[config.mk]
export PLATFORM = sky130hd
export DESIGN_NAME = slh_ctrl
export DESIGN_NICKNAME = d
export VERILOG_FILES = /design/src/hw/rtl/slh_pkg.sv /design/src/hw/rtl/slh_ctrl.sv
export SDC_FILE = /design/constraint.sdc
export NUM_CORES = 1
export LEC_CHECK = 0
export BUFFER_PORTS_ARGS = -buffer_cell sky130_fd_sc_hd__buf_4
export CORE_UTILIZATION = 50
export CTS_CLUSTER_SIZE = 8
export DETAILED_ROUTE_END_ITERATION = 12
export PLACE_DENSITY = 0.76
export SETUP_SLACK_MARGIN = 0.15
export SLEW_MARGIN = 0
export SYNTH_ARGS = -nofsm -noshare
export SYNTH_HDL_FRONTEND = slang
export SYNTH_SLANG_ARGS = --single-unit
[constraint.sdc]
create_clock -name clk -period 2.1 [get_ports clk]
set_clock_uncertainty 0.05 [all_clocks]
set_input_delay 0.315 -clock clk [delete_from_list [all_inputs] [get_ports clk]]
set_output_delay 0.315 -clock clk [all_outputs]
set_load 0.1 [all_outputs]
[src/hw/rtl/slh_pkg.sv]
// shared constants, types and controller/datapath interface structs
package slh_pkg;

  localparam int NUM_BINS_DEF    = 2048;
  localparam int MAX_FRAME_BYTES = 1500;
  localparam int HEADER_BYTES    = 40;

  localparam int IP_W     = 32;
  localparam int OPT_W    = 6;
  localparam int PAY_W    = 16;
  localparam int IDX_W    = 11;
  localparam int CNT_W    = 32;
  localparam int SEGT_W   = 6;
  localparam int SEG_W    = 11;
  localparam int CFG_AW   = 3;
  localparam int CFG_DW   = 32;

  // largest segment payload, before it is reduced by the option bytes
  localparam logic [SEG_W-1:0] SEG_BASE = SEG_W'(MAX_FRAME_BYTES - HEADER_BYTES);

  // register index, taken from the word address
  localparam logic REG_MATCH_IP = 1'b0;

  localparam logic FUNC_COUNT = 1'b0;
  localparam logic FUNC_READ  = 1'b1;

  typedef enum logic [1:0] {
    ADDR_IDX = 2'd0,
    ADDR_SEG = 2'd1,
    ADDR_REM = 2'd2
  } addr_sel_t;

  typedef enum logic [1:0] {
    WR_ZERO = 2'd0,
    WR_FULL = 2'd1,
    WR_ONE  = 2'd2
  } wr_sel_t;

  typedef struct packed {
    logic      load;
    logic      step;
    addr_sel_t rd_sel;
    logic      wr_en;
    wr_sel_t   wr_sel;
    logic      emit;
  } slh_cmd_t;

  typedef struct packed {
    logic func;
    logic match;
    logic can_step;
    logic has_full;
    logic has_rem;
    logic clear_last;
  } slh_stat_t;

endpackage

[src/hw/rtl/slh_ctrl.sv]
// sequencer for clearing, segmenting, bin updates and bin reads
module slh_ctrl import slh_pkg::*; (
  input  logic      clk,
  input  logic      rst_n,
  input  logic      start,
  output logic      busy,
  input  slh_stat_t stat,
  output slh_cmd_t  cmd
);

  typedef enum logic [9:0] {
    S_CLEAR   = 10'b0000000001,
    S_IDLE    = 10'b0000000010,
    S_DECODE  = 10'b0000000100,
    S_DIV     = 10'b0000001000,
    S_RD_FULL = 10'b0000010000,
    S_WR_FULL = 10'b0000100000,
    S_RD_REM  = 10'b0001000000,
    S_WR_REM  = 10'b0010000000,
    S_RD_IDX  = 10'b0100000000,
    S_DONE    = 10'b1000000000
  } state_t;

  state_t state_r, state_nxt;

  always_ff @(posedge clk) begin
    if (!rst_n) begin
      state_r <= S_CLEAR;
    end else begin
      state_r <= state_nxt;
    end
  end

  assign busy = (state_r != S_IDLE);

  always_comb begin
    state_nxt  = state_r;
    cmd        = '0;
    cmd.rd_sel = ADDR_IDX;
    cmd.wr_sel = WR_ZERO;
    unique case (state_r)
      S_CLEAR: begin
        cmd.wr_en  = 1'b1;
        cmd.wr_sel = WR_ZERO;
        if (stat.clear_last) begin
          state_nxt = S_IDLE;
        end
      end
      S_IDLE: begin
        if (start) begin
          cmd.load  = 1'b1;
          state_nxt = S_DECODE;
        end
      end
      S_DECODE: begin
        priority if (stat.func == FUNC_READ) begin
          state_nxt = S_RD_IDX;
        end else if (stat.match) begin
          state_nxt = S_DIV;
        end else begin
          state_nxt = S_DONE;
        end
      end
      S_DIV: begin
        priority if (stat.can_step) begin
          cmd.step = 1'b1;
        end else if (stat.has_full) begin
          state_nxt = S_RD_FULL;
        end else if (stat.has_rem) begin
          state_nxt = S_RD_REM;
        end else begin
          state_nxt = S_DONE;
        end
      end
      S_RD_FULL: begin
        cmd.rd_sel = ADDR_SEG;
        state_nxt  = S_WR_FULL;
      end
      S_WR_FULL: begin
        cmd.wr_en  = 1'b1;
        cmd.wr_sel = WR_FULL;
        state_nxt  = stat.has_rem ? S_RD_REM : S_DONE;
      end
      S_RD_REM: begin
        cmd.rd_sel = ADDR_REM;
        state_nxt  = S_WR_REM;
      end
      S_WR_REM: begin
        cmd.wr_en  = 1'b1;
        cmd.wr_sel = WR_ONE;
        state_nxt  = S_DONE;
      end
      S_RD_IDX: begin
        cmd.rd_sel = ADDR_IDX;
        state_nxt  = S_DONE;
      end
      S_DONE: begin
        cmd.emit  = 1'b1;
        state_nxt = S_IDLE;
      end
      default: begin
        state_nxt = S_CLEAR;
      end
    endcase
  end

endmodule

==> results of run 1 <==
## Yosys cell counts (all sizes together) (2+ instances only)
| cell type | n | share of area (%) |
|---|---|---|
| or4b | 3 | 5.0 |
| nand2 | 7 | 3.9 |
| nor4 | 5 | 6.8 |
| clkbuf | 3 | 1.7 |
| o21ai | 4 | 2.9 |
| nor2 | 9 | 5.0 |
| nor3 | 6 | 4.4 |
| inv | 3 | 1.7 |
| buf | 2 | 1.5 |
| and2 | 2 | 1.8 |
| dfxtp | 10 | 29 |
| o32ai | 2 | 2.6 |
| a21oi | 3 | 2.2 |
| nand2b | 2 | 1.8 |
| xnor2 | 3 | 3.9 |
| o21a | 3 | 3.3 |
| and3 | 3 | 2.8 |
## cells by family after synthesis
kind of cell / synth area share (%)
simple gates: 43.5
compound gates: 17.2
flops: 29.4
buf+inv: 4.77
xor+xnor: 5.14
## per-stage QoR
step	hold WS, ps	cell area (um2)
detailed placement	509	970
global placement	506	970
floorplan	383	756
==> impl_metrics.py, run 1 <==
metrics = {
    "clocking": {
        "cts.root.buffer_cell": "sky130_fd_sc_hd__clkbuf_4",
        "cts_hold_repair.buffers": 0,
        "cts_resized": 39,
        "h-tree-depth": 1,
        "cts.repair_timing.setup_buffer_count": 8,
        "tritoncts_buffers": 3,
        "cts_sinks": 10,
        "cts-root-to-sink-buffers": 2,
    },
    "placed_design": {
        "preCtsSetupSlack_ps": 20.9,
        "detailedPlacementHpwl_um": 1430,
        "gp_congestion": 0.750,
        "dpl.cell_count": 123,
        "place.port_buffers": 17,
    },
    "yosys": {
        "mapped_cells": 85,
        "post_synth.cell_area_avg_um2": 8.02,
        "synth_sequential_area_ratio_pct": 29.4,
        "synth.net_count": 94,
        "ys_async_sr_fraction_pct": 0,
        "synth_flop_cell": "sky130_fd_sc_hd__dfxtp_1",
        "post_synth_instance_area_um2": 682,
        "yosys_warnings": 0,
        "synth-edff-count": 0,
        "synth.ff_latch_count": 10,
        "synth_cell_types": 34,
    },
    "run_status": {
        "run_status": "stopped before the end",
        "stop_stage": "clock tree synthesis",
        "error_message": "[ERROR DPL-0038] Utilization greater than 100%, impossible to legalize",
    },
    "floorplan": {
        "num_rows": 12,
        "floorplan.die.width_um": 38.9,
        "die_h_um": 38.9,
        "floorplan.initialDensity_pct": 57.5,
        "design.portCount": 18,
    },
}
==> run 2: changes to the inputs <==
- CORE_AREA: default -> 2 2 63 65
- CORE_UTILIZATION: 50 -> default
- CTS_CLUSTER_SIZE: 8 -> default
- DIE_AREA: default -> 0 0 65 67
- PLACE_DENSITY: 0.76 -> default
- PLACE_DENSITY_LB_ADDON: default -> 0.15
- SETUP_SLACK_MARGIN: 0.15 -> default
==> run 2 against run 1 <==
The flow now finishes, with violations (setup timing). Synthesized cell count is the same. Synthesized area is the same.
==> impl_metrics.py, run 2 <==
metrics = {
    "critical_path": {
        "critPathRequiredTime_ps": 1740,
        "r2r_start": "state_r[5]",
        "critPathKind": "reg -> out",
        "crit_fanout": 3,
        "r2r_end": "state_r[0]",
        "worstPathBufferInverterCount": 1,
        "worstPathCellList": "nor4_4 > nand3b_4 > or4b_4 > nor2_4 > buf_12",
        "critPathTopFamily": "simple AND/OR/NAND/NOR gates",
        "reg2reg_depth": 6,
        "cp_slowest_stage_delay_ps": 530,
        "r2r_slack_ps": 290,
        "end_kind": "output pin",
        "slowest_cp_cell": "sky130_fd_sc_hd__or4b_4",
        "critPathArrivalTime_ps": 1840,
        "worstSetupStartpointType": "flop",
    },
    "power_and_ir_drop": {
        "power_density_mw_per_mm2": 942,
        "vdd.ir_drop.worst_uv": 294,
        "leakage_nw": 0.465,
    },
    "cells_and_area": {
        "multi_input_comb_area_um2": 536,
        "layout.cells.most_common": "sky130_fd_sc_hd__buf_4",
        "layout_top_registers": "state_r: 10 flops",
        "final_layout_size_suffix_gt1_share_pct": 50.0,
        "fillerInstances": 372,
        "finish.net_count": 128,
        "areaGrowthSynthToFinish_pct": 75.0,
        "mostFrequentLayoutCells": "sky130_fd_sc_hd__buf_4, sky130_fd_sc_hd__dfxtp_1, sky130_fd_sc_hd__nand2_1, sky130_fd_sc_hd__nor2_1, sky130_fd_sc_hd__buf_12",
        "layout.cells.non_filler": 166,
        "n_antenna_cell": 0,
        "sequential_cell_area_um2": 203,
        "largest_register_ff_count": 10,
        "top_register": "state_r",
        "stdcell_area_mm2": 0.00119,
        "final_core_util_pct": 33.1,
    },
    "global_route": {
        "grt_start_max_net_pins": 10,
        "grt_pass1_vias": 753,
        "globalRouteMet1Util_pct": 12.2,
        "use_met2_pct": 17.7,
        "grt_most_used_layer": "met2",
        "wire_length_of_the_first_global_routing_pass_um": 3430,
        "antenna_found_initial": 0,
        "global_route_track_usage_on_met3_pct": 2.70,
        "overflow": 0,
        "grt_usage_pct": 10.8,
    },
    "timing": {
        "setup_ws_ps": -102,
        "setup_viol": 2,
        "final_number_of_max_transition_violations": 0,
        "max_slew_headroom_at_the_worst_pin_pct": 68.3,
        "finalCritPeriodShare_pct": 105,
        "unrepaired_setup_endpoints_after_global_routing": "yes",
        "finalCriticalPeriod_ps": 2200,
        "measured_slew_at_the_worst_slew_check_pin_ps": 470,
        "timing_hold_violations_final": 0,
        "clock.fmax_mhz": 454,
    },
    "routing": {
        "final_antenna_net_count": 0,
        "initialDrtViolationCount": 26,
        "avgRoutedWirePerCell_um": 12.0,
        "dr_total_vias": 750,
        "drt-total-wl_um": 2000,
        "remaining_drc_errors": 0,
        "avgViaCountPerCell": 4.52,
        "drt_pass1_iterations": 4,
    },
    "yosys": {
        "post-synth-top-area-fraction_pct": 29.4,
        "post_synth_instance_area_um2": 682,
        "synth_flop_cell": "sky130_fd_sc_hd__dfxtp_1",
        "synth_top_area_cell": "sky130_fd_sc_hd__dfxtp_1",
        "synth.ff_latch_count": 10,
        "ys_top_cells_by_area": "sky130_fd_sc_hd__dfxtp_1, sky130_fd_sc_hd__nor2_1, sky130_fd_sc_hd__nor3_1",
        "synth-edff-count": 0,
        "mapped_cells": 85,
        "ys_async_sr_fraction_pct": 0,
        "synth_cell_types": 34,
        "synth_sequential_area_ratio_pct": 29.4,
        "post_synth.cell_area_avg_um2": 8.02,
        "yosys_warnings": 0,
        "synthTopCellsByCount": "sky130_fd_sc_hd__dfxtp_1, sky130_fd_sc_hd__nor2_1, sky130_fd_sc_hd__nand2_1, sky130_fd_sc_hd__nor3_1",
        "synth.most_common_cell": "sky130_fd_sc_hd__dfxtp_1",
        "synth.net_count": 94,
    },
    "clocking": {
        "cts-root-to-sink-buffers": 2,
        "clk_latency_ps": 240,
        "cts_hold_repair.buffers": 0,
        "h-tree-depth": 1,
        "cts_sinks": 10,
        "cts.root.buffer_cell": "sky130_fd_sc_hd__clkbuf_8",
        "cts.clk_slew.worst_paths_ps": 50,
        "clock_tree_from_tritoncts": "done",
        "tritoncts_buffers": 3,
    },
    "run_status": {
        "failed_checks": "setup timing",
        "run_status": "finished with violations",
    },
    "placed_design": {
        "detailedPlacementHpwl_um": 1600,
        "gp_congestion": 0.688,
        "dpl-instance-area_mm2": 0.00103,
        "place.port_buffers": 17,
        "dpl.cell_count": 161,
    },
    "hold_path": {
        "timing.hold.worst.start": "rst_n",
        "timing.hold.worst.class": "in -> reg",
        "whs_path_depth": 2,
        "worstHoldEndpoint": "state_r[3]",
    },
    "floorplan": {
        "num_rows": 22,
        "die_area_mm2": 0.00436,
        "floorplan.initialDensity_pct": 18.9,
        "floorplan.die.width_um": 65,
        "die_h_um": 67,
        "fp.coreArea_mm2": 0.00361,
        "design.portCount": 18,
    },
    "flow_run": {
        "max_cap_violations": 0,
    },
}
## run 2: kinds of logic after synthesis
logic type	Yosys count	share of synthesized area (%)
compound gates	17	17.2
xor+xnor	4	5.14
buf+inv	8	4.77
flops	10	29.4
simple gates	46	43.5
## run 2: power by group
part           switching [mW]  internal, mW  total, mW
combinational           0.380         0.269      0.649
sequential             0.0194         0.210      0.230
clock                  0.0811         0.165      0.246
## run 2: layout make-up
| cell class | instances | area share [%] |
|---|---|---|
| timing repair buffer | 34 | 27.6 |
| multi-input combinational | 67 | 44.9 |
| sequential | 10 | 17.0 |
| tap | 48 | 5.03 |
| inverter | 3 | 0.943 |
| clock buffer | 4 | 4.61 |
## run 2: metal layers
layer	vias to the layer above	share of wire [%]
li1	378	-
met1	349	43
met2	18	50
met3	5	4.2
met4	0	3.2
met5	-	0
## run 2: worst register-to-register path: stages (launching register included)
cell,delay [ps]
sky130_fd_sc_hd__dfxtp_1,370
sky130_fd_sc_hd__buf_4,180
sky130_fd_sc_hd__or4b_4,560
sky130_fd_sc_hd__o311ai_0,150
sky130_fd_sc_hd__a211oi_1,150
sky130_fd_sc_hd__o32ai_1,130
sky130_fd_sc_hd__a21oi_1,100
## run 2: worst max path at each step
stage / endpoint / startpoint / cells past startpoint
global placement: cmd[7] / state_r[8] / 5
floorplan: cmd[7] / state_r[8] / 4
finish: cmd[7] / state_r[8] / 5
detailed placement: cmd[7] / state_r[8] / 5
global route: cmd[7] / state_r[8] / 5
CTS: cmd[7] / state_r[6] / 5
## run 2: repair_timing
| item | in CTS | in global routing |
|---|---|---|
| setup endpoints to repair | 5 | 5 |
| resized for setup | 18 | 8 |
| pin swaps | 6 | 2 |
| setup buffers | 2 | 0 |
## run 2: stage by stage
stage | TNS [ps] | worst slack, ps | hold WS [ps] | power, mW
6_report | -163 | -102 | 261 | 1.12
4_1_cts | -188 | -115 | 261 | 1.13
5_1_grt | -322 | -187 | 272 | 1.20
3_5_place_dp | 0 | 22.2 | 510 | 0.808
3_3_place_gp | 0 | 22.5 | 516 | 0.818
2_1_floorplan | -615 | -386 | 383 | 0.655
(Power assumes the default switching activity.)
==> run 3: changes to the inputs <==
- BUFFER_PORTS_ARGS: -buffer_cell sky130_fd_sc_hd__buf_4 -> -buffer_cell sky130_fd_sc_hd__buf_2
- CTS_CLUSTER_SIZE: default -> 24
==> run 3 against run 2 <==
Largest cell class unchanged. Largest power group unchanged. The flow still finishes with violations (setup timing). Die area unchanged. Global-route usage down 0.39 points. Critical endpoint unchanged. Highest routed layer unchanged. Register-to-register slack better by 30 ps. Final cell count down 0.60%. Worst setup slack worse by 4.5 ps. Critical path depth unchanged. Non-clock buffer count down 1. Maximum frequency down 0.20%. Via count up 0.27%.
==> impl_metrics.py, run 3 (synthesis results as in run 2) <==
metrics = {
    "timing": {
        "timing_hold_violations_final": 0,
        "setup_ws_ps": -106,
        "final_number_of_max_transition_violations": 0,
        "unrepaired_setup_endpoints_after_global_routing": "yes",
        "setup_viol": 2,
        "measured_slew_at_the_worst_slew_check_pin_ps": 382,
        "max_slew_headroom_at_the_worst_pin_pct": 74.2,
        "finalCriticalPeriod_ps": 2210,
        "finalCritPeriodShare_pct": 105,
        "clock.fmax_mhz": 453,
    },
    "critical_path": {
        "reg2reg_depth": 5,
        "critPathRequiredTime_ps": 1740,
        "worstSetupStartpointType": "flop",
        "r2r_start": "state_r[5]",
        "critPathArrivalTime_ps": 1840,
        "r2r_end": "state_r[0]",
        "r2r_slack_ps": 320,
        "end_kind": "output pin",
        "critical_path_startpoint": "state_r[6]",
        "critPathKind": "reg -> out",
        "crit_fanout": 3,
    },
    "clocking": {
        "cts.root.buffer_cell": "sky130_fd_sc_hd__clkbuf_8",
        "cts_sinks": 10,
        "tritoncts_buffers": 3,
        "clock_tree_from_tritoncts": "done",
        "h-tree-depth": 1,
        "cts_hold_repair.buffers": 0,
        "cts-root-to-sink-buffers": 2,
        "cts.clk_slew.worst_paths_ps": 50,
        "clk_latency_ps": 240,
    },
    "floorplan": {
        "die_h_um": 67,
        "floorplan.initialDensity_pct": 18.9,
        "die_area_mm2": 0.00436,
        "design.portCount": 18,
        "floorplan.die.width_um": 65,
        "num_rows": 22,
        "fp.coreArea_mm2": 0.00361,
    },
    "cells_and_area": {
        "largest_register_ff_count": 10,
        "areaGrowthSynthToFinish_pct": 77.2,
        "top_register": "state_r",
        "mostFrequentLayoutCells": "sky130_fd_sc_hd__buf_4, sky130_fd_sc_hd__buf_2, sky130_fd_sc_hd__buf_12",
        "final_layout_size_suffix_gt1_share_pct": 50.4,
        "layout.cells.most_common": "sky130_fd_sc_hd__buf_4",
        "final_core_util_pct": 33.5,
        "finish.net_count": 127,
        "layout_top_registers": "state_r: 10 flops",
        "n_antenna_cell": 0,
    },
    "routing": {
        "dr_total_vias": 752,
        "avgRoutedWirePerCell_um": 12.7,
        "final_antenna_net_count": 0,
        "avgViaCountPerCell": 4.56,
        "drt-total-wl_um": 2100,
        "drt_pass1_iterations": 4,
        "remaining_drc_errors": 0,
        "initialDrtViolationCount": 24,
    },
    "placed_design": {
        "gp_congestion": 0.759,
        "place.port_buffers": 17,
        "detailedPlacementHpwl_um": 1650,
        "preCtsSetupSlack_ps": 57.7,
    },
    "power_and_ir_drop": {
        "share_clk_of_total_power_pct": 21.4,
        "seqPwrFrac_pct": 20.9,
        "p_int_mw": 0.672,
        "power_density_mw_per_mm2": 967,
        "power.combinational.fraction_pct": 57.7,
        "p_total_mw": 1.17,
        "vdd.ir_drop.worst_uv": 346,
        "netSwitchingPower_mw": 0.497,
        "leakage_nw": 0.461,
        "sw_frac_of_total_pct": 42.6,
    },
    "flow_run": {
        "max_cap_violations": 0,
    },
    "global_route": {
        "grt_pass1_vias": 742,
        "overflow": 0,
        "grt_start_max_net_pins": 10,
        "wire_length_of_the_first_global_routing_pass_um": 3370,
        "antenna_found_initial": 0,
        "grt_usage_pct": 10.4,
    },
    "hold_path": {
        "timing.hold.worst.class": "in -> reg",
        "timing.hold.worst.start": "stat[1]",
        "worstHoldEndpoint": "state_r[6]",
        "whs_path_depth": 2,
    },
    "run_status": {
        "failed_checks": "setup timing",
        "run_status": "finished with violations",
    },
}
-- run 3: worst max path at each step --
stage	to	slack, ps
6_report	cmd[7]	-110
5_1_grt	cmd[7]	-170
4_1_cts	cmd[7]	-130
3_5_place_dp	cmd[7]	60
3_3_place_gp	cmd[7]	60
2_1_floorplan	cmd[7]	-390
-- run 3: metrics by stage --
step                      std cells  hold WS, ps  setup TNS, ps  area (um2)
after floorplan                  85          383           -615         741
after global placement          157          515              0        1070
final                           165          264           -171        1210
after global routing            165          272           -315        1210
after detailed placement        157          511              0        1070
after CTS                       162          259           -217        1170
-- run 3: timing repair --
item	CTS	global route
setup buffers	1	3
endpoints found under the setup margin	6	4
gates resized for setup	9	5
pin swaps	5	4
-- run 3: final cells by class --
cell class | instances | area (um2)
tap | 48 | 60.1
sequential | 10 | 210
inverter | 3 | 11.3
fill | 375 | 2400
clock buffer | 4 | 55.1
timing repair buffer | 33 | 328
multi-input combinational | 67 | 544
-- run 3: power by group through the flow --
stage               logic (mW)  clock network [mW]  registers (mW)
floorplan                0.439                   0           0.216
global placement         0.610                   0           0.240
detailed placement       0.604                   0           0.238
CTS                      0.617               0.261           0.238
global route             0.722               0.274           0.248
finish                   0.675               0.250           0.244
-- run 3: routing by layer --
| metal | track usage (%) | part of all wire, % | vias to the layer above |
|---|---|---|---|
| met4 | 7.18 | 2.7 | 0 |
| met5 | 0 | 0 | - |
| met3 | 1.35 | 2.5 | 5 |
| met1 | 13.6 | 48 | 353 |
| met2 | 15.9 | 47 | 15 |
| li1 | - | - | 379 |
-- run 3: worst max-delay path, stage by stage (launching register included) --
cell	delay (ps)
sky130_fd_sc_hd__dfxtp_2	330
sky130_fd_sc_hd__nor4_4	340
sky130_fd_sc_hd__nand3b_4	110
sky130_fd_sc_hd__or4b_4	520
sky130_fd_sc_hd__nor2_4	120
sky130_fd_sc_hd__buf_12	180
